## src/sv/entity_update_packet_deframer_defines.svh

```systemverilog
// Assertion helpers shared by the deframer modules.
// Each expects clk and rst_n in scope.
`ifndef ENTITY_UPDATE_PACKET_DEFRAMER_DEFINES_SVH
`define ENTITY_UPDATE_PACKET_DEFRAMER_DEFINES_SVH

`define EUPD_ASSERT_IMP(lbl, ante, cons, msg) \
    lbl: assert property (@(posedge clk) disable iff (!rst_n) (ante) |-> (cons)) \
        else $error(msg);

`define EUPD_ASSERT_NXT(lbl, ante, cons, msg) \
    lbl: assert property (@(posedge clk) disable iff (!rst_n) (ante) |=> (cons)) \
        else $error(msg);

`endif

```

## src/sv/eupd_pkg.sv

```systemverilog
package eupd_pkg;

    localparam int SLOT_COUNT_DEF = 4096;
    localparam int DATA_BYTES_DEF = 256;

    localparam int LIMIT_W = 13;
    localparam logic [LIMIT_W-1:0] LIMIT_RESET = 13'd4096;

    // result queue
    localparam int RES_PER_ITEM = 3;
    localparam int RES_DEPTH    = 8;
    localparam int PTR_W        = $clog2(RES_DEPTH);
    localparam int CNT_W        = $clog2(RES_DEPTH + 1);
    localparam int RES_CNT_W    = $clog2(RES_PER_ITEM + 1);

    // packet layout
    localparam logic [1:0] COUNT_LAST = 2'd3;
    localparam logic [2:0] ID_LAST    = 3'd2;
    localparam logic [2:0] HDR_LAST   = 3'd7;

    localparam logic CMD_BYTE   = 1'b0;
    localparam logic CMD_ACTIVE = 1'b1;

    localparam logic [1:0] KIND_WRITE = 2'd0;
    localparam logic [1:0] KIND_SIZE  = 2'd1;
    localparam logic [1:0] KIND_DONE  = 2'd2;

    localparam logic REG_ENTITY_LIMIT = 1'b0;

    typedef enum logic [1:0] {
        PH_COUNT,
        PH_HDR,
        PH_DATA,
        PH_SKIP
    } phase_t;

    typedef struct packed {
        logic [1:0]  kind;
        logic [11:0] entity_slot;
        logic [7:0]  byte_offset;
        logic [7:0]  data_value;
        logic [8:0]  record_size;
        logic        packet_ok;
        logic        last;
    } res_t;

    typedef struct packed {
        logic rd_en;
        logic wr_en;
        logic wr_val;
    } slot_ctl_t;

endpackage

```

## src/sv/eupd_res_if.sv

```systemverilog
interface eupd_res_if;
    logic        valid;
    logic        ready;
    logic [1:0]  kind;
    logic [11:0] entity_slot;
    logic [7:0]  byte_offset;
    logic [7:0]  data_value;
    logic [8:0]  record_size;
    logic        packet_ok;
    logic        last;

    modport source (
        output valid, kind, entity_slot, byte_offset, data_value, record_size,
               packet_ok, last,
        input  ready
    );

    modport sink (
        input  valid, kind, entity_slot, byte_offset, data_value, record_size,
               packet_ok, last,
        output ready
    );
endinterface

```

## src/sv/eupd_res_fifo.sv

```systemverilog
`include "entity_update_packet_deframer_defines.svh"

module eupd_res_fifo (
    input  logic                                                clk,
    input  logic                                                rst_n,
    input  logic [eupd_pkg::RES_CNT_W-1:0]                      push_n,
    input  eupd_pkg::res_t [eupd_pkg::RES_PER_ITEM-1:0]         bundle,
    output logic                                                space_ok,
    eupd_res_if.source                                          res
);
    import eupd_pkg::*;

    res_t             entries_reg [RES_DEPTH];
    res_t             head;
    logic [PTR_W-1:0] wr_ptr_reg;
    logic [PTR_W-1:0] wr_ptr_next;
    logic [PTR_W-1:0] rd_ptr_reg;
    logic [PTR_W-1:0] rd_ptr_next;
    logic [CNT_W-1:0] count_reg;
    logic [CNT_W-1:0] count_next;
    logic             pop;

    assign pop      = res.valid && res.ready;
    assign space_ok = count_reg <= CNT_W'(RES_DEPTH - RES_PER_ITEM);

    always_comb
    begin
        wr_ptr_next = wr_ptr_reg + PTR_W'(push_n);
        rd_ptr_next = rd_ptr_reg + PTR_W'(pop);
        count_next  = count_reg + CNT_W'(push_n) - CNT_W'(pop);
    end

    always_ff @(posedge clk or negedge rst_n)
    begin
        if (!rst_n)
        begin
            wr_ptr_reg <= '0;
            rd_ptr_reg <= '0;
            count_reg  <= '0;
        end
        else
        begin
            wr_ptr_reg <= wr_ptr_next;
            rd_ptr_reg <= rd_ptr_next;
            count_reg  <= count_next;
        end
    end

    always_ff @(posedge clk)
    begin
        for (int i = 0; i < RES_PER_ITEM; i++)
        begin
            if (RES_CNT_W'(i) < push_n)
                entries_reg[PTR_W'(wr_ptr_reg + PTR_W'(i))] <= bundle[i];
        end
    end

    assign head            = entries_reg[rd_ptr_reg];
    assign res.valid       = count_reg != '0;
    assign res.kind        = head.kind;
    assign res.entity_slot = head.entity_slot;
    assign res.byte_offset = head.byte_offset;
    assign res.data_value  = head.data_value;
    assign res.record_size = head.record_size;
    assign res.packet_ok   = head.packet_ok;
    assign res.last        = head.last;

    `EUPD_ASSERT_IMP(a_no_overflow, push_n != '0, (count_reg + push_n) <= RES_DEPTH,
        "result queue overflow")
    `EUPD_ASSERT_NXT(a_pop_count, pop && (push_n == '0), count_reg == $past(count_reg) - 1'b1,
        "result count not decremented on pop")

endmodule

```

## src/flat_wrapper.sv

```systemverilog
// flat-port wrapper written by rule: the top's interface ports become plain ports
module eupd_res_fifo_flat import eupd_pkg::*;
  (clk, rst_n, push_n, bundle, space_ok, res_valid, res_kind, res_entity_slot, res_byte_offset, res_data_value, res_record_size, res_packet_ok, res_last, res_ready);
  eupd_res_if res_i ();
  input  logic clk;
  input  logic rst_n;
  input  logic [eupd_pkg::RES_CNT_W-1:0] push_n;
  input  eupd_pkg::res_t [eupd_pkg::RES_PER_ITEM-1:0] bundle;
  output logic space_ok;
  output wire logic [$bits(res_i.valid)-1:0] res_valid;
  output wire logic [$bits(res_i.kind)-1:0] res_kind;
  output wire logic [$bits(res_i.entity_slot)-1:0] res_entity_slot;
  output wire logic [$bits(res_i.byte_offset)-1:0] res_byte_offset;
  output wire logic [$bits(res_i.data_value)-1:0] res_data_value;
  output wire logic [$bits(res_i.record_size)-1:0] res_record_size;
  output wire logic [$bits(res_i.packet_ok)-1:0] res_packet_ok;
  output wire logic [$bits(res_i.last)-1:0] res_last;
  input wire logic [$bits(res_i.ready)-1:0] res_ready;
  assign res_valid = res_i.valid;
  assign res_kind = res_i.kind;
  assign res_entity_slot = res_i.entity_slot;
  assign res_byte_offset = res_i.byte_offset;
  assign res_data_value = res_i.data_value;
  assign res_record_size = res_i.record_size;
  assign res_packet_ok = res_i.packet_ok;
  assign res_last = res_i.last;
  assign res_i.ready = res_ready;
  eupd_res_fifo u_core (.clk(clk), .rst_n(rst_n), .push_n(push_n), .bundle(bundle), .space_ok(space_ok), .res(res_i));
endmodule
```

## config.mk

```make
export PLATFORM = sky130hd
export DESIGN_NAME = eupd_res_fifo_flat
export DESIGN_NICKNAME = d
export VERILOG_FILES = /design/src/sv/eupd_pkg.sv /design/src/sv/eupd_res_if.sv /design/src/sv/eupd_res_fifo.sv /design/src/flat_wrapper.sv
export VERILOG_INCLUDE_DIRS = /design/src /design/src/sv
export SDC_FILE = /design/constraint.sdc
export NUM_CORES = 1
export LEC_CHECK = 0
export BUFFER_PORTS_ARGS = -buffer_cell sky130_fd_sc_hd__buf_2
export CAP_MARGIN = 20
export CELL_PAD_IN_SITES_DETAIL_PLACEMENT = 1
export CELL_PAD_IN_SITES_GLOBAL_PLACEMENT = 1
export CORE_UTILIZATION = 43
export DETAILED_ROUTE_END_ITERATION = 8
export GPL_TIMING_DRIVEN = 1
export PLACE_DENSITY_LB_ADDON = 0.2
export SETUP_SLACK_MARGIN = 0.3
export SLEW_MARGIN = 25
export SYNTH_ARGS = -nofsm -noshare
export SYNTH_HDL_FRONTEND = slang
export SYNTH_SLANG_ARGS = --single-unit
```

## constraint.sdc

```tcl
create_clock -name clk -period 5.2 [get_ports clk]
set_input_delay 0 -clock clk [delete_from_list [all_inputs] [get_ports clk]]
set_output_delay 0 -clock clk [all_outputs]
set_load 0.01 [all_outputs]
```

==> impl_metrics.tcl <==
set metrics [dict create \
    status "complete, no violations" \
    via_per_inst 6.95 \
    syn_inst 2351 \
    grt_start_max_net_pins 210 \
    top_usage_layer "met2" \
    worstPathRequired_ps 5640 \
    p_total_w 0.0180 \
    period_share_pct 76.2 \
    fmax_ghz 0.252 \
    die_area_sq_mm 0.0533 \
    ios 171 \
    ys_ff_latch 338 \
    drtAntennaViolNets 0 \
    largest_reg_flops 328 \
    dpl_worst_slack_ps 1650 \
    vias 21900 \
    leakage_nw 8.38 \
    avgSynthCellArea_sq_um 9.57 \
    start_util_pct 43.7 \
    final_cell_mix "nand2_1, o21ai_0, nor3_1, a31oi_1, edfxtp_1" \
    cts_tree "built" \
    finalSetupViolCount 0 \
    cp_max_fo 83 \
    core_area_sq_mm 0.0515 \
    die_y_microns 231 \
    seq_area_frac_synth_pct 44.9 \
    placed_cells 2914 \
    fill_cells 5755 \
    insertion_delay_ps 580 \
    final_common_cell "nand2_1" \
    dr.pass1.iters 5 \
    min_path_type "input pin to flop" \
    drt_wl_total_microns 92200 \
    clock_path_buffers 3 \
    end_kind "flop" \
    fin_tns_setup_ps 0 \
    cts_root_buf "clkbuf_16" \
    first_iter_violations 2505 \
    cap_viol_max_count 0 \
    use_met2_pct 56.9 \
    critical_path_arrival_ps 4400 \
    grt-ovfl-total 0 \
    antenna_found_initial 5 \
    synth_area_sq_mm 0.0225 \
    die_x_microns 231 \
    worst_slew_pin_slew_ps 1090 \
    period_minus_slack_ps 3960 \
    synth_cell_type_count 39 \
    clkSinkCount 338 \
    grt_usage_pct 34.4 \
    drive_gt1_share_pct 17.6 \
    synth.top_cell.area_share_pct 43.8 \
    cts.clk_slew.worst_paths_ps 60 \
    power.density_mw_per_mm2 682 \
    grt_pass1_vias 22900 \
    yosys.area.top_type "edfxtp_1" \
    ir_worst_vdd_uv 902 \
    cts-hold-fix-buffers 159 \
    postCtsSetupRepairBufs 0 \
    drc_errors 0 \
    fin_cells 3156 \
    rows 83 \
    cts_max_level 2 \
    critPathKind "flop to flop" \
    grt_use_met1_pct 44.3 \
    cts_buffers 41 \
    syn_nets 2490 \
    grt_pass1_wl_microns 139000 \
    final_nets 2577 \
    io_buffer_count 170 \
    wl_per_cell_microns 29.2 \
    synth_area_leaders "edfxtp_1, a31oi_1, mux4_2, o21ai_0, nor3_1" \
    timing.final.ws_setup_ps 1240 \
    cts_resized 0 \
    grt_use_met3_pct 5.67 \
    slew_headroom_pct 27.6 \
    final_max_slew_viol_count 0 \
    rsz0062_at_grt "no" \
    gp_congestion 0.790 \
    synthToLayoutAreaGrowth_pct 17.5 \
    yosysWarnings 0 \
    hpwl_microns 49200 \
    skew_ps 20.9 \
    finalHoldViolCount 0 \
    critPathLaunchType "flop" \
]
[final timing paths]
| path | cells after the start | slack [ps] | startpoint | to |
|---|---|---|---|---|
| worst max register to register | 6 | 1240 | u_core.wr_ptr_reg[0] | u_core.entries_reg[4][23] |
| worst max-delay path | 6 | 1240 | u_core.wr_ptr_reg[0] | u_core.entries_reg[4][23] |
| worst min-delay path | 4 | 20 | bundle[62] | u_core.entries_reg[1][21] |
| min in group asynchronous | 3 | 490 | rst_n | u_core.count_reg[0] |
| max in group asynchronous | 3 | 4280 | rst_n | u_core.wr_ptr_reg[0] |
| worst min register to register | 3 | 710 | u_core.count_reg[3] | u_core.count_reg[3] |
[routing by layer]
metal / vias up / routed length (microns) / part of all wire [%]
li1: 9273 / - / -
met1: 11200 / 36400 / 39
met2: 1213 / 44700 / 48
met3: 266 / 7680 / 8.3
met4: 0 / 3520 / 3.8
met5: - / 0 / 0
[worst max-delay path, cell delays in order, from the launching register on]
cell	delay [ps]
dfrtp_4	740
ha_4	890
nand3b_1	270
buf_4	870
o21ai_0	190
a31oi_1	230
dlygate4sd3_1	580
[power breakdown]
part,internal [W],switching [W]
Clock,0.00160,0.00122
Sequential,0.00470,0.000691
Combinational,0.00316,0.00667
Total,0.00946,0.00858
[kinds of logic after synthesis]
kind of cell | count (synthesis) | share of synthesized area (%)
buffers and inverters | 353 | 6.33
adders and majority gates | 12 | 0.723
and+or+nand+nor | 847 | 20.6
DFF | 338 | 44.9
muxes | 126 | 10.4
xor gates and xnor gates | 7 | 0.339
AOI/OAI and AO/OA | 668 | 16.8
[cell type report]
| cell class | count | area [sq um] | area share (%) |
|---|---|---|---|
| diodes | 6 | 15.0 | 0.0568 |
| flip-flops and latches | 338 | 10100 | 38.2 |
| multi-input cells | 1660 | 11200 | 42.4 |
| inverters | 12 | 45.0 | 0.170 |
| repair buffers | 385 | 2950 | 11.2 |
| clock inverters | 19 | 109 | 0.412 |
| well taps | 680 | 851 | 3.22 |
| clock buffers | 56 | 1150 | 4.37 |
[synth_stat cells (all sizes together)]
cell / count
a21oi: 1
or2: 10
a21o: 1
inv: 12
edfxtp: 328
o21bai: 1
dfrtp: 10
o2bb2ai: 4
buf: 97
nor4bb: 41
or3b: 2
mux4: 82
o21ai: 330
clkbuf: 244
o22ai: 2
mux2i: 3
nand3b: 3
maj3: 1
xor2: 3
and4: 41
nand2: 331
xnor2: 4
fa: 2
nor3: 328
nand3: 4
and3: 1
nor2: 1
and4b: 82
a31oi: 328
a22oi: 1
mux2: 41
ha: 9
nand2b: 3
[metrics by stage]
stage	cell area [sq um]	hold slack, ps	utilization [%]
2_1_floorplan	22500	-296	-
3_3_place_gp	23500	-108	45.6
3_5_place_dp	23500	-104	45.6
4_1_cts	26400	3.00	51.2
5_1_grt	26400	22.4	51.3
6_report	26400	19.1	51.3
(Power assumes the default switching activity.)
