[config.mk]
export PLATFORM = sky130hd
export DESIGN_NAME = eupd_parser_flat
export DESIGN_NICKNAME = d
export VERILOG_FILES = /design/src/sv/eupd_pkg.sv /design/src/sv/eupd_pkt_if.sv /design/src/sv/eupd_parser.sv /design/src/flat_wrapper.sv
export VERILOG_INCLUDE_DIRS = /design/src /design/src/sv
export SDC_FILE = /design/constraint.sdc
export NUM_CORES = 1
export LEC_CHECK = 0
export BUFFER_PORTS_ARGS = -buffer_cell sky130_fd_sc_hd__buf_4
export CELL_PAD_IN_SITES_DETAIL_PLACEMENT = 0
export CELL_PAD_IN_SITES_GLOBAL_PLACEMENT = 2
export CORE_MARGIN = 1
export CORE_UTILIZATION = 39
export CTS_CLUSTER_DIAMETER = 60
export CTS_CLUSTER_SIZE = 14
export DETAILED_ROUTE_END_ITERATION = 8
export PLACE_DENSITY = 0.95
export REMOVE_ABC_BUFFERS = 1
export SLEW_MARGIN = 25
export SYNTH_ARGS = -nofsm -noshare
export SYNTH_HDL_FRONTEND = slang
export SYNTH_SLANG_ARGS = --single-unit
export TNS_END_PERCENT = 20
[constraint.sdc]
create_clock -name clk -period 11.1 [get_ports clk]
set_input_delay 0.555 -clock clk [delete_from_list [all_inputs] [get_ports clk]]
set_output_delay 0.555 -clock clk [all_outputs]
set_load 0.01 [all_outputs]
[src/sv/entity_update_packet_deframer_defines.svh]
// Assertion helpers shared by the deframer modules.
// Each expects clk and rst_n in scope.
`ifndef ENTITY_UPDATE_PACKET_DEFRAMER_DEFINES_SVH
`define ENTITY_UPDATE_PACKET_DEFRAMER_DEFINES_SVH

`define EUPD_ASSERT_IMP(lbl, ante, cons, msg) \
    lbl: assert property (@(posedge clk) disable iff (!rst_n) (ante) |-> (cons)) \
        else $error(msg);

`define EUPD_ASSERT_NXT(lbl, ante, cons, msg) \
    lbl: assert property (@(posedge clk) disable iff (!rst_n) (ante) |=> (cons)) \
        else $error(msg);

`endif

[src/sv/eupd_pkg.sv]
package eupd_pkg;

    localparam int SLOT_COUNT_DEF = 4096;
    localparam int DATA_BYTES_DEF = 256;

    localparam int LIMIT_W = 13;
    localparam logic [LIMIT_W-1:0] LIMIT_RESET = 13'd4096;

    // result queue
    localparam int RES_PER_ITEM = 3;
    localparam int RES_DEPTH    = 8;
    localparam int PTR_W        = $clog2(RES_DEPTH);
    localparam int CNT_W        = $clog2(RES_DEPTH + 1);
    localparam int RES_CNT_W    = $clog2(RES_PER_ITEM + 1);

    // packet layout
    localparam logic [1:0] COUNT_LAST = 2'd3;
    localparam logic [2:0] ID_LAST    = 3'd2;
    localparam logic [2:0] HDR_LAST   = 3'd7;

    localparam logic CMD_BYTE   = 1'b0;
    localparam logic CMD_ACTIVE = 1'b1;

    localparam logic [1:0] KIND_WRITE = 2'd0;
    localparam logic [1:0] KIND_SIZE  = 2'd1;
    localparam logic [1:0] KIND_DONE  = 2'd2;

    localparam logic REG_ENTITY_LIMIT = 1'b0;

    typedef enum logic [1:0] {
        PH_COUNT,
        PH_HDR,
        PH_DATA,
        PH_SKIP
    } phase_t;

    typedef struct packed {
        logic [1:0]  kind;
        logic [11:0] entity_slot;
        logic [7:0]  byte_offset;
        logic [7:0]  data_value;
        logic [8:0]  record_size;
        logic        packet_ok;
        logic        last;
    } res_t;

    typedef struct packed {
        logic rd_en;
        logic wr_en;
        logic wr_val;
    } slot_ctl_t;

endpackage

[src/sv/eupd_pkt_if.sv]
interface eupd_pkt_if;
    logic        valid;
    logic        ready;
    logic        command;
    logic [7:0]  packet_byte;
    logic        first_byte;
    logic [15:0] packet_length;
    logic [11:0] slot_index;
    logic        active_value;

    modport source (
        output valid, command, packet_byte, first_byte, packet_length, slot_index,
               active_value,
        input  ready
    );

    modport sink (
        input  valid, command, packet_byte, first_byte, packet_length, slot_index,
               active_value,
        output ready
    );
endinterface

[src/sv/eupd_parser.sv]
`include "entity_update_packet_deframer_defines.svh"

module eupd_parser #(
    parameter int SLOT_COUNT = eupd_pkg::SLOT_COUNT_DEF,
    parameter int DATA_BYTES = eupd_pkg::DATA_BYTES_DEF,
    localparam int AW = (SLOT_COUNT > 1) ? $clog2(SLOT_COUNT) : 1
) (
    input  logic                                        clk,
    input  logic                                        rst_n,
    eupd_pkt_if.sink                                    pkt,
    input  logic [eupd_pkg::LIMIT_W-1:0]                entity_limit,
    input  logic                                        busy,
    input  logic                                        space_ok,
    output eupd_pkg::slot_ctl_t                         mem_ctl,
    output logic [AW-1:0]                               mem_raddr,
    output logic [AW-1:0]                               mem_waddr,
    input  logic                                        mem_rdata,
    output logic [eupd_pkg::RES_CNT_W-1:0]              push_n,
    output eupd_pkg::res_t [eupd_pkg::RES_PER_ITEM-1:0] bundle
);
    import eupd_pkg::*;

    phase_t        phase_reg, phase_next;
    logic [15:0]   pos_reg, pos_next;
    logic [31:0]   total_reg, total_next;
    logic [31:0]   seen_reg, seen_next;
    logic [55:0]   hdr_reg, hdr_next;
    logic [2:0]    hcnt_reg, hcnt_next;
    logic [11:0]   slot_reg, slot_next;
    logic [8:0]    size_reg, size_next;
    logic [15:0]   rem_reg, rem_next;
    logic [7:0]    off_reg, off_next;
    logic          we_reg, we_next;
    logic          rd_pend_reg, rd_pend_next;
    logic [23:0]   lat_slot_reg, lat_slot_next;
    logic          act_reg, act_next;

    logic          is_byte;
    logic          is_set;
    phase_t        phase_cur;
    logic [15:0]   pos_cur;
    logic [2:0]    hcnt_cur;
    logic [31:0]   seen_cur;
    logic          we_cur;
    logic [16:0]   pos_inc;
    logic          last_byte;
    logic          hdr_stop;
    logic [31:0]   rec_size;
    logic [23:0]   rec_slot;
    logic [23:0]   rd_slot;
    logic          fits;
    logic          size_zero;
    logic          acc_rec;
    logic          data_end;
    logic          id_read;
    logic [AW+11:0] sidx_ext;
    logic          a_v, b_v, c_v;
    res_t          res_a, res_b, res_c;

    assign pkt.ready = !busy && space_ok;
    assign is_byte   = pkt.valid && pkt.ready && (pkt.command == CMD_BYTE);
    assign is_set    = pkt.valid && pkt.ready && (pkt.command == CMD_ACTIVE);

    // a first byte restarts parsing before the byte is processed
    assign phase_cur = pkt.first_byte ? PH_COUNT : phase_reg;
    assign pos_cur   = pkt.first_byte ? 16'd0 : pos_reg;
    assign hcnt_cur  = pkt.first_byte ? 3'd0 : hcnt_reg;
    assign seen_cur  = pkt.first_byte ? 32'd0 : seen_reg;
    assign we_cur    = pkt.first_byte ? 1'b0 : we_reg;

    assign pos_inc   = {1'b0, pos_cur} + 17'd1;
    assign last_byte = pos_inc >= {1'b0, pkt.packet_length};
    assign hdr_stop  = (seen_cur >= total_reg) ||
                       (({1'b0, pos_cur} + 17'd8) > {1'b0, pkt.packet_length});
    assign rec_size  = {pkt.packet_byte, hdr_reg[55:32]};
    assign rec_slot  = hdr_reg[23:0] - 24'd1;
    assign fits      = (34'(pos_inc) + 34'(rec_size)) <= 34'(pkt.packet_length);
    assign size_zero = rec_size == 32'd0;
    assign acc_rec   = (hdr_reg[23:0] != 24'd0) &&
                       (rec_slot < 24'(entity_limit)) &&
                       (32'(rec_slot) < 32'(SLOT_COUNT)) &&
                       (33'(rec_size) <= 33'(DATA_BYTES)) &&
                       act_reg;
    assign data_end  = rem_reg == 16'd1;

    // slot lookup is issued once the id is complete
    assign id_read   = is_byte && (phase_cur == PH_HDR) && (hcnt_cur == ID_LAST);
    assign rd_slot   = {pkt.packet_byte, hdr_reg[15:0]} - 24'd1;
    assign sidx_ext  = {{AW{1'b0}}, pkt.slot_index};

    assign mem_ctl.rd_en  = id_read;
    assign mem_ctl.wr_en  = is_set && (32'(pkt.slot_index) < 32'(SLOT_COUNT));
    assign mem_ctl.wr_val = pkt.active_value;
    assign mem_raddr      = rd_slot[AW-1:0];
    assign mem_waddr      = sidx_ext[AW-1:0];

    // next phase
    always_comb
    begin
        phase_next = phase_reg;
        if (is_byte)
        begin
            phase_next = phase_cur;
            case (phase_cur)
                PH_COUNT:
                begin
                    if (pos_cur[1:0] == COUNT_LAST)
                        phase_next = PH_HDR;
                end
                PH_HDR:
                begin
                    if ((hcnt_cur == 3'd0) && hdr_stop)
                        phase_next = PH_SKIP;
                    else if (hcnt_cur == HDR_LAST)
                    begin
                        if (!fits)
                            phase_next = PH_SKIP;
                        else if (!size_zero)
                            phase_next = PH_DATA;
                    end
                end
                PH_DATA:
                begin
                    if (data_end)
                        phase_next = PH_HDR;
                end
                PH_SKIP:
                begin
                    phase_next = PH_SKIP;
                end
                default:
                begin
                    phase_next = PH_COUNT;
                end
            endcase
            if (last_byte)
                phase_next = PH_COUNT;
        end
    end

    // datapath and results
    always_comb
    begin
        pos_next   = pos_reg;
        total_next = total_reg;
        seen_next  = seen_reg;
        hdr_next   = hdr_reg;
        hcnt_next  = hcnt_reg;
        slot_next  = slot_reg;
        size_next  = size_reg;
        rem_next   = rem_reg;
        off_next   = off_reg;
        we_next    = we_reg;
        a_v        = 1'b0;
        b_v        = 1'b0;
        c_v        = 1'b0;
        res_a      = '0;
        res_b      = '0;
        res_c      = '0;

        if (is_byte)
        begin
            seen_next = seen_cur;
            hcnt_next = hcnt_cur;
            we_next   = we_cur;
            pos_next  = pos_inc[15:0];

            case (phase_cur)
                PH_COUNT:
                begin
                    total_next[8*pos_cur[1:0] +: 8] = pkt.packet_byte;
                    hcnt_next = 3'd0;
                end
                PH_HDR:
                begin
                    if ((hcnt_cur != 3'd0) || !hdr_stop)
                    begin
                        if (hcnt_cur != HDR_LAST)
                        begin
                            hdr_next[8*hcnt_cur +: 8] = pkt.packet_byte;
                            hcnt_next = hcnt_cur + 3'd1;
                        end
                        else if (fits)
                        begin
                            hcnt_next = 3'd0;
                            seen_next = seen_cur + 32'd1;
                            if (size_zero)
                            begin
                                b_v = acc_rec;
                                res_b.kind        = KIND_SIZE;
                                res_b.entity_slot = rec_slot[11:0];
                            end
                            else
                            begin
                                slot_next = rec_slot[11:0];
                                size_next = rec_size[8:0];
                                rem_next  = rec_size[15:0];
                                off_next  = 8'd0;
                                we_next   = acc_rec;
                            end
                        end
                    end
                end
                PH_DATA:
                begin
                    a_v = we_cur;
                    res_a.kind        = KIND_WRITE;
                    res_a.entity_slot = slot_reg;
                    res_a.byte_offset = off_reg;
                    res_a.data_value  = pkt.packet_byte;
                    rem_next = rem_reg - 16'd1;
                    off_next = off_reg + 8'd1;
                    if (data_end)
                    begin
                        b_v = we_cur;
                        res_b.kind        = KIND_SIZE;
                        res_b.entity_slot = slot_reg;
                        res_b.record_size = size_reg;
                        we_next   = 1'b0;
                        hcnt_next = 3'd0;
                    end
                end
                PH_SKIP:
                begin
                    hcnt_next = hcnt_cur;
                end
                default:
                begin
                    hcnt_next = 3'd0;
                end
            endcase

            if (last_byte)
            begin
                c_v             = 1'b1;
                res_c.kind      = KIND_DONE;
                res_c.packet_ok = pkt.packet_length >= 16'd4;
                pos_next        = 16'd0;
                seen_next       = 32'd0;
                hcnt_next       = 3'd0;
                we_next         = 1'b0;
            end
        end

        res_a.last = !b_v && !c_v;
        res_b.last = !c_v;
        res_c.last = 1'b1;
    end

    // active bit of the slot under lookup, kept current against later sets
    always_comb
    begin
        rd_pend_next  = id_read;
        lat_slot_next = id_read ? rd_slot : lat_slot_reg;
        act_next      = rd_pend_reg ? mem_rdata : act_reg;
        if (mem_ctl.wr_en && ({12'd0, pkt.slot_index} == lat_slot_reg))
            act_next = pkt.active_value;
    end

    always_comb
    begin
        bundle[0] = a_v ? res_a : (b_v ? res_b : res_c);
        bundle[1] = a_v ? (b_v ? res_b : res_c) : res_c;
        bundle[2] = res_c;
        push_n    = RES_CNT_W'({1'b0, a_v} + {1'b0, b_v} + {1'b0, c_v});
    end

    always_ff @(posedge clk or negedge rst_n)
    begin
        if (!rst_n)
        begin
            phase_reg   <= PH_COUNT;
            pos_reg     <= '0;
            seen_reg    <= '0;
            hcnt_reg    <= '0;
            we_reg      <= 1'b0;
            rd_pend_reg <= 1'b0;
        end
        else
        begin
            phase_reg   <= phase_next;
            pos_reg     <= pos_next;
            seen_reg    <= seen_next;
            hcnt_reg    <= hcnt_next;
            we_reg      <= we_next;
            rd_pend_reg <= rd_pend_next;
        end
    end

    always_ff @(posedge clk)
    begin
        total_reg    <= total_next;
        hdr_reg      <= hdr_next;
        slot_reg     <= slot_next;
        size_reg     <= size_next;
        rem_reg      <= rem_next;
        off_reg      <= off_next;
        lat_slot_reg <= lat_slot_next;
        act_reg      <= act_next;
    end

    `EUPD_ASSERT_IMP(a_lookup_done, is_byte && (phase_cur == PH_HDR) && (hcnt_cur == HDR_LAST),
        !rd_pend_reg, "slot lookup still in flight at record decision")
    `EUPD_ASSERT_IMP(a_data_left, phase_reg == PH_DATA, rem_reg != 16'd0,
        "data phase with no bytes left")

endmodule

[src/flat_wrapper.sv]
// flat-port wrapper written by rule: the top's interface ports become plain ports
module eupd_parser_flat import eupd_pkg::*;
#(
    parameter int SLOT_COUNT = eupd_pkg::SLOT_COUNT_DEF,
    parameter int DATA_BYTES = eupd_pkg::DATA_BYTES_DEF,
    localparam int AW = (SLOT_COUNT > 1) ? $clog2(SLOT_COUNT) : 1
)
  (clk, rst_n, entity_limit, busy, space_ok, mem_ctl, mem_raddr, mem_waddr, mem_rdata, push_n, bundle, pkt_valid, pkt_command, pkt_packet_byte, pkt_first_byte, pkt_packet_length, pkt_slot_index, pkt_active_value, pkt_ready);
  eupd_pkt_if pkt_i ();
  input  logic clk;
  input  logic rst_n;
  input  logic [eupd_pkg::LIMIT_W-1:0] entity_limit;
  input  logic busy;
  input  logic space_ok;
  output eupd_pkg::slot_ctl_t mem_ctl;
  output logic [AW-1:0] mem_raddr;
  output logic [AW-1:0] mem_waddr;
  input  logic mem_rdata;
  output logic [eupd_pkg::RES_CNT_W-1:0] push_n;
  output eupd_pkg::res_t [eupd_pkg::RES_PER_ITEM-1:0] bundle;
  input wire logic [$bits(pkt_i.valid)-1:0] pkt_valid;
  input wire logic [$bits(pkt_i.command)-1:0] pkt_command;
  input wire logic [$bits(pkt_i.packet_byte)-1:0] pkt_packet_byte;
  input wire logic [$bits(pkt_i.first_byte)-1:0] pkt_first_byte;
  input wire logic [$bits(pkt_i.packet_length)-1:0] pkt_packet_length;
  input wire logic [$bits(pkt_i.slot_index)-1:0] pkt_slot_index;
  input wire logic [$bits(pkt_i.active_value)-1:0] pkt_active_value;
  output wire logic [$bits(pkt_i.ready)-1:0] pkt_ready;
  assign pkt_i.valid = pkt_valid;
  assign pkt_i.command = pkt_command;
  assign pkt_i.packet_byte = pkt_packet_byte;
  assign pkt_i.first_byte = pkt_first_byte;
  assign pkt_i.packet_length = pkt_packet_length;
  assign pkt_i.slot_index = pkt_slot_index;
  assign pkt_i.active_value = pkt_active_value;
  assign pkt_ready = pkt_i.ready;
  eupd_parser #(.SLOT_COUNT(SLOT_COUNT), .DATA_BYTES(DATA_BYTES)) u_core (.clk(clk), .rst_n(rst_n), .pkt(pkt_i), .entity_limit(entity_limit), .busy(busy), .space_ok(space_ok), .mem_ctl(mem_ctl), .mem_raddr(mem_raddr), .mem_waddr(mem_waddr), .mem_rdata(mem_rdata), .push_n(push_n), .bundle(bundle));
endmodule
==> results of run 1 <==
-- worst min-delay path by stage --
| stage | from | endpoint | slack, ps | cells after the start |
|---|---|---|---|---|
| 2_1_floorplan | rst_n | u_core.hcnt_reg[0] | 260 | 0 |
| 3_3_place_gp | u_core.seen_reg[6] | u_core.seen_reg[6] | 460 | 1 |
| 3_5_place_dp | u_core.seen_reg[6] | u_core.seen_reg[6] | 470 | 1 |
| 4_1_cts | rst_n | u_core.seen_reg[22] | 140 | 1 |
| 5_1_grt | rst_n | u_core.rd_pend_reg | 190 | 1 |
| 6_report | rst_n | u_core.we_reg | 120 | 1 |
-- routing by layer --
| layer | wire length [um] | vias up |
|---|---|---|
| li1 | - | 6497 |
| met1 | 21600 | 6438 |
| met2 | 21500 | 503 |
| met3 | 3520 | 64 |
| met4 | 1120 | 0 |
| met5 | 0 | - |
-- report_power, final --
group          internal [W]  total (W)  switching, W
Clock              0.000460   0.000811      0.000350
Sequential         0.000828   0.000837    0.00000847
Combinational     0.0000643   0.000185      0.000121
-- kinds of logic (layout without fill, tap and decap cells) --
group | count (synthesis) | after routing | share of synthesized area, %
buffers and inverters | 259 | 322 | 8.30
AOI/OAI and AO/OA | 311 | 311 | 13.3
muxes | 9 | 9 | 0.594
adders and majority gates | 133 | 133 | 10.5
xor gates and xnor gates | 88 | 88 | 4.82
DFF | 205 | 205 | 36.7
and+or+nand+nor | 766 | 766 | 25.7
other | 2 | 55 | 0.0469
-- through the flow --
stage                     instances  setup WS [ps]  area, um2  hold slack, ps  utilization (%)
after global routing           2414           2430      18100             188             45.1
after floorplan                1677           4640      15300             259                -
final                          2414           2980      18100             123             45.1
after global placement         2370           3180      17200             460             43.0
after CTS                      2413           2750      18000             144             45.0
after detailed placement       2370           2950      17200             470             43.0
-- Yosys cell counts (8+ instances only) --
cell,number
o31ai_1,18
a21o_1,18
and3_1,29
or3_1,19
ha_1,130
nor2_1,134
a31oi_1,8
or4_1,20
dfrtp_1,55
o21a_1,9
and2_1,88
a22o_1,13
nor4_1,23
buf_4,85
edfxtp_1,150
and4_1,8
nor3_1,49
a21oi_1,72
o21ai_0,60
nand2_1,155
nand2b_1,34
a211oi_1,14
xor2_1,31
clkbuf_1,47
o311ai_0,9
o211ai_1,20
nor2b_1,37
nand4_1,49
inv_1,108
nand3_1,73
buf_2,10
xnor2_1,57
-- critical path, delay by kind of cell, from the launching register on --
family,cells,cell delay (ps)
and+or+nand+nor,12,3160
DFF,1,440
xor gates and xnor gates,2,610
buffers and inverters,2,430
adders and majority gates,3,990
AOI/OAI and AO/OA,4,1380
-- area by class of cell --
class,instances,area [um2]
Tap cell,525,657
Inverter,110,413
Clock buffer,29,629
Multi-Input combinational cell,1362,9040
Timing Repair Buffer,169,1270
Sequential cell,205,5880
Clock inverter,14,174
Fill cell,3888,22000
==> results.md, run 1 <==
* Outcome: finished clean
* Most used DFF post-synth: edfxtp_1
* Antenna cells at 0
* Deepest clock path buffer count at 3
* CP arrival at between 7000 and 8000 ps
* PD cells at 101 nW/um2
* Post-synth cell types at 91
* Worst-path clk slew at 70 ps
* # resized after CTS at 0
* Setup TNS at 0 ps
* Flop2flop setup slack at 4170 ps
* Post-detail-place hpwl at 35600 um
* Initial DRC Count at 1196
* GRT met3 Usage at 3.60%
* Worst-path fanout max at 20
* Initial antenna violation count at 1
* Worst skew pair latency at roughly 550 ps
* FF-to-FF Start: u_core.pos_reg[0]
* Ports at 211
* Max VDD drop at ~0.00010 V
* Register area share after synthesis at 36.7%
* CTS tree: built
* Die Area at 41800 um2
* Crit Path Class: flop to output port
* Busiest layer in global routing: met2
* Fraction of final layout cells sized beyond drive strength 1 at 13.5%
* Startpoint Class: flop
* Synth area leader: edfxtp_1
* Critical path startpoint: u_core.pos_reg[0]
* Final hold viol count at 0
* Ys async rst share at 26.8%
* Yosys reg bits at 205
* Static Leak at between 7 and 8 nW
* Slew @ Worst Pin at 867 ps
* Worst stage delay on the critical path at about 670 ps
* Max-slew headroom at 41.8%
* Root Driver: clkbuf_16
* Max reg flops at 48
* Antenna viol nets, final at 0
* Die Span Y at 205 um
* Commonest non-fill, non-tap cell in the layout: buf_4
* Post-Syn Instances at 1773
* Max-slew violations at 0
* GPL Wtd Cong at 0.914
* RSZ-0062 raised after global routing: no
* Mapped Area at roughly 16000 um2
* Die width at 205 um
* 1st-pass router iterations at 5
* Worst min-delay path class: input pin to async pin
* H-tree Lvls at 1
* Worst setup path endpoint: bundle[8]
* Syn avg cell area at 9.03 um2
* GRT Total Usage at 22.6%
* Drt via density at ~5.6
* Area contributors post-synth: edfxtp_1 (28%), ha_1 (10%), dfrtp_1 (8.6%)
* Remaining Overflow, GRT at 0
* Hold Buf Count CTS at 0
* Vias in the first global route at about 13k
* Worst EP required at 10550 ps
* Residual DRC at 0
* Layout Skew at 24.2 ps
* Per-cell routed wire length at 19.8 um
* Clock buffer count from CTS at 24
* Core Area at 40100 um2
* R2R cell count at 21
* Most frequent cells in the layout: buf_4 (169), nand2_1 (155), edfxtp_1 (150), nor2_1 (131), ha_1 (130)
* Vias at 13.5k
* Crit-path slowest cell: nor2b_1
* Final nets at approximately 2.1k
* Power Total at roughly 0.0018 W
* GRT met2 Usage at 35.9%
* First-pass GRT wire length at between 70000 and 80000 um
* Tmin final at a little over 8000 ps
* Fmax at between 100 and 150 MHz
* Num rows at 73
* Synth warnings at 0
* Largest net degree at the start of global routing at 59
* FF-to-FF End: u_core.seen_reg[21]
* Post-synth EDFFs at 150
* Drt total wl at 47700 um
* Final setup vio count at 0
* Period utilization at between 70 and 80%
* Initial Utilization at 39.9%
* Worst path most repeated cell: ha_1
* Crit. End Element: output port
* Post-CTS Repair Setup Buffers at 0
* CTS sink count at 205
* Max cap viols at 0
* CP Cell Sequence: nor2b_1 > ha_1 > nand3_1 > xnor2_1 > ha_1 > a21oi_1 > nand2_1 > nand3_1 > nand2_1 > xor2_1 > ha_1 > nand4_1 > nor3_1 > a221oi_1 > o311ai_0 > a211oi_1 > nand4_1 > nor2_4 > nand4_4 > nor4_4 > buf_4 > and3_1 > buf_4
* IO Port Bufs at ~160
* Top-area cell type share of the netlist area at 28.1%
* Met1 Use GR at a little under a third
* Synth-to-Final Area Change at 12.9%
Note: power is estimated with default switching activity, not from simulation.
==> run 2, diff against run 1 <==
--- a/config.mk
+++ b/config.mk
@@ -6,15 +6,16 @@
 export SDC_FILE = /design/constraint.sdc
 export NUM_CORES = 1
 export LEC_CHECK = 0
+export ABC_AREA = 1
 export BUFFER_PORTS_ARGS = -buffer_cell sky130_fd_sc_hd__buf_4
 export CELL_PAD_IN_SITES_DETAIL_PLACEMENT = 0
 export CELL_PAD_IN_SITES_GLOBAL_PLACEMENT = 2
 export CORE_MARGIN = 1
-export CORE_UTILIZATION = 39
+export CORE_UTILIZATION = 31
 export CTS_CLUSTER_DIAMETER = 60
 export CTS_CLUSTER_SIZE = 14
 export DETAILED_ROUTE_END_ITERATION = 8
-export PLACE_DENSITY = 0.95
+export PLACE_DENSITY = 0.87
 export REMOVE_ABC_BUFFERS = 1
 export SLEW_MARGIN = 25
 export SYNTH_ARGS = -nofsm -noshare
==> constraint.sdc (replaced) <==
create_clock -name clk -period 6.5 [get_ports clk]
set_input_delay 0.325 -clock clk [delete_from_list [all_inputs] [get_ports clk]]
set_output_delay 0.325 -clock clk [all_outputs]
set_load 0.01 [all_outputs]
==> run 2 against run 1 <==
Global-route usage shrank 3.3 points. Sequential cell count is the same. Non-clock buffer count grew 11. Worst setup slack lost 2600 ps. Sequential power grew 74%. Cell count grew 29%. Sequential share of layout area shrank 1.9 points. Area after synthesis grew 5.3%. Critical path depth grew 10. Via count grew 11%. Die area grew 32%. Synthesized cell count grew 28%. Critical endpoint is now push_n[0]. Largest cell class unchanged.
==> results.md, run 2 <==
* Top-area cell type share of the netlist area at 26.7% (-1.4 points)
* First-pass GRT wire length at 83200 um (+13%)
* Register area share after synthesis at 34.9% (-1.9 points)
* Post-synth EDFFs at 150 (unchanged)
* Max cap viols at 0 (unchanged)
* Sw frac at 34.6% (+8.4 points)
* Deepest clock path buffer count at 3 (unchanged)
* Die width at 235 um (+15%)
* Static Leak at 8.83 nW (+16%)
* Largest net degree at the start of global routing at 56 (-5.1%)
* Critical path startpoint: u_core.pos_reg[1]
* Hold path cells at 2
* Clock buffer count from CTS at 23 (-4.2%)
* Worst-path clk slew at 70 ps (about the same)
* Commonest cells post-synth: nand2_1 (558), inv_1 (332), nor2_1 (316)
* Worst skew pair latency at 520 ps (-30 ps)
* Worst Hold End: u_core.act_reg
* Outcome: finished clean
* CP arrival at 5760 ps (-1800 ps)
* Die Span Y at 235 um (+15%)
* Syn avg cell area at 7.43 um2 (-18%)
* Remaining Overflow, GRT at 0 (unchanged)
* Final setup vio count at 0 (unchanged)
* Yosys reg bits at 205 (unchanged)
* Int Pwr at 0.00244 W (+81%)
* Worst min-delay path class: input pin to flop
* Mapped Area at 16900 um2 (+5.3%)
* Synth-to-Final Area Change at 13.6%
* Ys async rst share at 26.8% (unchanged)
* Worst Path Buf+Inv at 4 (+2)
* Worst EP required at 6170 ps (-4380 ps)
* Clock power frac at 32.7% (-12 points)
* Per-cell routed wire length at 17.4 um (-12%)
* Area contributors post-synth: edfxtp_1 (27%), nand2_1 (12%), ha_1 (9.6%)
* Max-slew headroom at 39.1% (-2.7 points)
* Max-slew violations at 0 (unchanged)
* CTS sink count at 205 (unchanged)
* Power Total at 0.00374 W (+100%)
* Critical path's top delay family: simple AND/OR/NAND/NOR gates
* Crit. End Element: output port
* GRT Total Usage at 19.3% (-3.3 points)
* Post-Syn Instances at 2269 (+28%)
* Worst stage delay on the critical path at 540 ps (-130 ps)
* Final nets at 2585 (+25%)
* H-tree Lvls at 1 (unchanged)
* Antenna cells at 0 (unchanged)
* Final hold viol count at 0 (unchanged)
* Post-CTS Repair Setup Buffers at 0 (unchanged)
* Setup TNS at 0 ps (unchanged)
* R2R cell count at 31 (+48%)
* FF-to-FF End: u_core.off_reg[2]
* Most used DFF post-synth: edfxtp_1
* Die Area at 55300 um2 (+32%)
* GPL Wtd Cong at 0.898 (-1.8%)
* IO Port Bufs at 155 (unchanged)
* Period utilization at 93.6%
* Max VDD drop at 0.000139 V (+33%)
* # fillers at 5715 (+47%)
* RSZ-0062 raised after global routing: no
* Core Area at 53800 um2 (+34%)
* Max reg flops at 48 (unchanged)
* Worst path most repeated cell: nand2_1
* Fraction of final layout cells sized beyond drive strength 1 at 13.5% (+0.039 points)
* Commonest non-fill, non-tap cell in the layout: nand2_1
* Layout Skew at 13.1 ps (-11.1 ps)
* Startpoint Class: flop
* Num rows at 85 (+16%)
* CTS tree: built
* Synth area leader: edfxtp_1
* PD cells at 195 nW/um2 (+92%)
* Vias in the first global route at 14.2k (+10%)
* Synth warnings at 0 (unchanged)
* Vias at 14.9k (+11%)
* Count leader, synth: nand2_1
* Sequential share of power at 39.1% (-6.6 points)
* Antenna viol nets, final at 0 (unchanged)
* Comb power frac at 28.2% (+18 points)
* Residual DRC at 0 (unchanged)
* Sw Pwr at 0.00129 W (+170%)
* Hold path start: mem_rdata
* Crit Path Class: flop to output port
* FF-to-FF Start: u_core.pos_reg[1]
* Drt total wl at 54100 um (+13%)
* Worst-path fanout max at 6 (-70%)
* Post-detail-place hpwl at 42000 um (+18%)
* Fmax at approximately 160 MHz
* Post-synth cell types at 62 (-32%)
* Crit-path slowest cell: xnor2_1
* Drt via density at 4.81 (-14%)
* Flop2flop setup slack at 1020 ps (-3150 ps)
* Ports at 211 (unchanged)
* Initial DRC Count at 1067 (-11%)
* Root Driver: clkbuf_16
* Slew @ Worst Pin at 913 ps (+45.9 ps)
* Most frequent cells in the layout: nand2_1 (557), inv_1 (332), nor2_1 (309), buf_4 (177), edfxtp_1 (150)
* Initial Utilization at 31.3% (-8.6 points)
* Tmin final at just over 6000 ps
* Initial antenna violation count at 0 (-1)
* 1st-pass router iterations at 7 (+2)
## run 2: how the worst max path moves through the flow
stage,slack [ps],cells after the start,end
6_report,420,33,push_n[0]
5_1_grt,10,36,bundle[39]
4_1_cts,280,33,bundle[39]
3_5_place_dp,540,36,bundle[39]
3_3_place_gp,630,36,bundle[39]
2_1_floorplan,790,28,u_core.off_reg[0]
## run 2: kinds of logic (layout without fill, tap and decap cells)
logic type	count (synthesis)	in the layout	synth area share [%]
simple gates	1176	1176	31.0
buf+inv	473	559	12.9
flops	205	205	34.9
compound gates	192	192	6.72
fa+ha+maj	132	132	9.89
xor+xnor	88	88	4.57
other cells	2	55	0.0445
mux	1	1	0.0668
## run 2: area by class of cell
cell class	instances	area, um2	area share (%)
Clock buffer	24	579	3.02
Timing Repair Buffer	180	1370	7.15
Sequential cell	205	5880	30.7
Inverter	341	1280	6.69
Tap cell	696	871	4.55
Clock inverter	14	103	0.535
Multi-Input combinational cell	1644	9070	47.4
## run 2: metal layers
layer  part of all wire (%)  global-route usage (%)  up-vias
met5                      0                       0        -
met4                    3.0                    5.94        0
met3                    5.4                    2.05       80
met2                     44                    30.4      439
met1                     47                    27.6     6955
li1                       -                       -     7468
## run 2: power groups by stage
stage | sequential [W] | combinational [W] | clock [W]
final | 0.00146 | 0.00105 | 0.00122
after global placement | 0.00149 | 0.00103 | 0
after floorplan | 0.00148 | 0.000709 | 0
after detailed placement | 0.00149 | 0.00104 | 0
after global routing | 0.00147 | 0.00119 | 0.00129
after CTS | 0.00146 | 0.00104 | 0.00125
## run 2: metrics by stage
step,area (um2),setup WS [ps],hold WS (ps),utilization (%),cells
final,19200,416,110,35.6,3104
after CTS,19100,279,94.0,35.5,3104
after floorplan,16200,792,29.4,-,2190
after global routing,19200,10.3,104,35.6,3104
after detailed placement,18400,543,465,34.2,3065
after global placement,18400,626,462,34.2,3065
## run 2: what timing repair did
action	CTS	global route
hold buffers	1	0
gates resized for setup	0	9
endpoints found under the hold margin	55	0
setup endpoints to repair	0	52
==> run 3, diff against run 2 <==
--- a/config.mk
+++ b/config.mk
@@ -6,12 +6,11 @@
 export SDC_FILE = /design/constraint.sdc
 export NUM_CORES = 1
 export LEC_CHECK = 0
-export ABC_AREA = 1
 export BUFFER_PORTS_ARGS = -buffer_cell sky130_fd_sc_hd__buf_4
 export CELL_PAD_IN_SITES_DETAIL_PLACEMENT = 0
 export CELL_PAD_IN_SITES_GLOBAL_PLACEMENT = 2
 export CORE_MARGIN = 1
-export CORE_UTILIZATION = 31
+export CORE_UTILIZATION = 33
 export CTS_CLUSTER_DIAMETER = 60
 export CTS_CLUSTER_SIZE = 14
 export DETAILED_ROUTE_END_ITERATION = 8
==> run 3 against run 2 <==
The flow now finishes with violations (setup timing). Combinational power is 67% lower. Register-to-register slack worse by 450 ps. Worst setup slack worse by 420 ps. Cell area increased by 0.16%. Power decreased by 15%. Count of clock-buffer cells in the layout up 8. Largest cell class unchanged.
==> results.md, run 3 (synthesis results as in run 1) <==
* Outcome: finished with violations
* Failing checks: setup timing
* Remaining Overflow, GRT at 0 (unchanged)
* Final Instance Area at 19200 um2 (+0.16%)
* CP arrival at 6180 ps (+420 ps)
* Num rows at 80 (-5.9%)
* Worst EP required at 6170 ps (about the same)
* Worst skew pair latency at 570 ps (+50 ps)
* Max VDD drop at 0.000161 V (+16%)
* Clock power frac at 44.3% (+12 points)
* Deepest clock path buffer count at 3 (unchanged)
* IO Port Bufs at 155 (unchanged)
* Most frequent cells in the layout: buf_4 (224), nand2_1 (153), edfxtp_1 (150), nor2_1 (125), ha_1 (118)
* Fraction of final layout cells sized beyond drive strength 1 at 20.3% (+6.7 points)
* Critical path's top delay family: simple AND/OR/NAND/NOR gates
* Initial DRC Count at 985 (-7.7%)
* Commonest non-fill, non-tap cell in the layout: buf_4
* Layout Skew at 23.8 ps (+10.7 ps)
* PD cells at 166 nW/um2 (-15%)
* Vias at 13.8k (-7.7%)
* Worst-path clk slew at 60 ps (about the same)
* First-pass GRT wire length at 77500 um (-6.9%)
* Worst path most repeated cell: buf_4
* Setup Slack @ Placement at -118 ps (-661 ps)
* CTS tree: built
* Max reg flops at 48 (unchanged)
* Hold path cells at 2 (unchanged)
* Slew @ Worst Pin at 952 ps (+39.2 ps)
* FF-to-FF End: u_core.rem_reg[5]
* GRT Total Usage at 19.9% (+0.64 points)
* Initial antenna violation count at 1 (+1)
* CTS sink count at 205 (unchanged)
* Worst stage delay on the critical path at 380 ps (-160 ps)
* Initial Utilization at 33.5% (+2.2 points)
* Static Leak at 8.00 nW (-9.4%)
* Flop2flop setup slack at 570 ps (-450 ps)
* Cell Area, Placed at 17600 um2 (-4.4%)
* Per-cell routed wire length at 19.3 um (+11%)
* Post-detail-place hpwl at 37000 um (-12%)
* R2R cell count at 31 (unchanged)
* Max-slew headroom at 36.5% (-2.6 points)
* Final worst setup slack at -6.90 ps (-423 ps)
* Residual DRC at 0 (unchanged)
* Crit-path slowest cell: dfrtp_1
* GPL Wtd Cong at 0.881 (-1.9%)
* 1st-pass router iterations at 5 (-2)
* Die width at 222 um (-5.5%)
* Worst Hold End: u_core.act_reg
* Worst Path Buf+Inv at 6 (+2)
* Clock buffer count from CTS at 25 (+8.7%)
* Crit Path Class: flop to output port
* Placed cell count at 2496 (-19%)
* Die Span Y at 222 um (-5.5%)
* Startpoint Class: flop
* Final setup vio count at 2 (+2)
* Worst-path fanout max at 6 (unchanged)
* Root Driver: clkbuf_16
* H-tree Lvls at 1 (unchanged)
* Max cap viols at 0 (unchanged)
* Final nets at 2136 (-17%)
* Antenna viol nets, final at 0 (unchanged)
* Fmax at 154 MHz (-6.5%)
* Drt total wl at 49700 um (-8.1%)
* Ports at 211 (unchanged)
* Period utilization at 100% (+6.5 points)
* Sw Pwr at 0.000868 W (-33%)
* Synth-to-Final Area Change at 19.9%
* Int Pwr at 0.00231 W (-5.3%)
* Die Area at 49400 um2 (-11%)
* Max-slew violations at 0 (unchanged)
* Comb power frac at 10.9% (-17 points)
* Hold path start: mem_rdata
* Worst min-delay path class: input pin to flop
* Largest net degree at the start of global routing at 59 (+5.4%)
* Final Non-Filler Cells at 2580 (-17%)
* Core Area at 47700 um2 (-11%)
* Sequential share of power at 44.9% (+5.8 points)
* RSZ-0062 raised after global routing: yes
* FF-to-FF Start: u_core.pos_reg[4]
* Drt via density at 5.35 (+11%)
* Final hold viol count at 0 (unchanged)
* Vias in the first global route at 13.3k (-6.3%)
* Tmin final at 6510 ps (+423 ps)
* Antenna cells at 0 (unchanged)
* Crit. End Element: output port
* Sw frac at 27.3% (-7.3 points)
==> run 3: cell types whose count changed in the layout (fill, tap and decap cells not counted), moves of 20 or more <==
cell,change
nor2b_1,+32
xor2_1,-30
inv_1,-224
nand4_1,-20
buf_4,+47
nand2_1,-404
or4_1,+20
nor2_1,-184
xnor2_1,+25
and2_1,+84
nand2b_1,+34
and3_1,+24
==> run 3: worst reg2reg max path, delay by kind of cell (launching register included) <==
family,cells,cell delay [ps]
xor gates and xnor gates,2,290
buffers and inverters,7,1030
DFF,1,380
and+or+nand+nor,13,1980
AOI/OAI and AO/OA,6,1250
adders and majority gates,3,660
==> run 3: area by class of cell <==
type | instances | area (um2)
fill | 4762 | 28600
multi-input combinational | 1362 | 9400
sequential | 205 | 5880
timing repair buffer | 242 | 1900
tap | 615 | 769
clock buffer | 32 | 682
inverter | 110 | 413
clock inverter | 14 | 146
==> run 3: worst max path at each step <==
| stage | from | to | slack, ps | cells after the start |
|---|---|---|---|---|
| floorplan | u_core.pos_reg[4] | u_core.size_reg[0] | 240 | 24 |
| global placement | pkt_first_byte | bundle[40] | 20 | 25 |
| detailed placement | pkt_first_byte | bundle[40] | -120 | 25 |
| CTS | u_core.pos_reg[3] | push_n[0] | 1 | 30 |
| global route | u_core.pos_reg[3] | bundle[81] | -260 | 31 |
| finish | u_core.pos_reg[4] | bundle[81] | -7 | 30 |
==> run 3: through the flow <==
stage               hold slack (ps)  total power, W  TNS [ps]  util, %
detailed placement              474         0.00179      -360     36.9
floorplan                      29.4         0.00163         0        -
global placement                459         0.00179         0     36.9
CTS                            51.3         0.00320         0     39.6
global route                   58.7         0.00329     -6000     40.2
finish                         75.0         0.00318     -11.1     40.2
==> run 3: power groups by stage <==
stage	registers (W)	logic, W	clock network [W]
4_1_cts	0.00143	0.000341	0.00143
6_report	0.00143	0.000345	0.00141
5_1_grt	0.00143	0.000382	0.00148
3_3_place_gp	0.00145	0.000331	0
2_1_floorplan	0.00145	0.000178	0
3_5_place_dp	0.00145	0.000336	0
==> run 3: timing repair <==
item	in CTS	in global routing
pin swaps	18	44
endpoints found under the setup margin	43	43
hold buffers	1	0
gates resized for setup	56	46
buffers inserted	25	12
hold endpoints to repair	55	0
==> run 3: per-layer routing <==
| metal | track usage [%] | up-vias | wire length (um) |
|---|---|---|---|
| met3 | 2.83 | 69 | 2810 |
| met4 | 5.98 | 0 | 1450 |
| met1 | 27.2 | 6644 | 22600 |
| met2 | 32.4 | 438 | 22800 |
| li1 | - | 6645 | - |
| met5 | 0 | - | 0 |
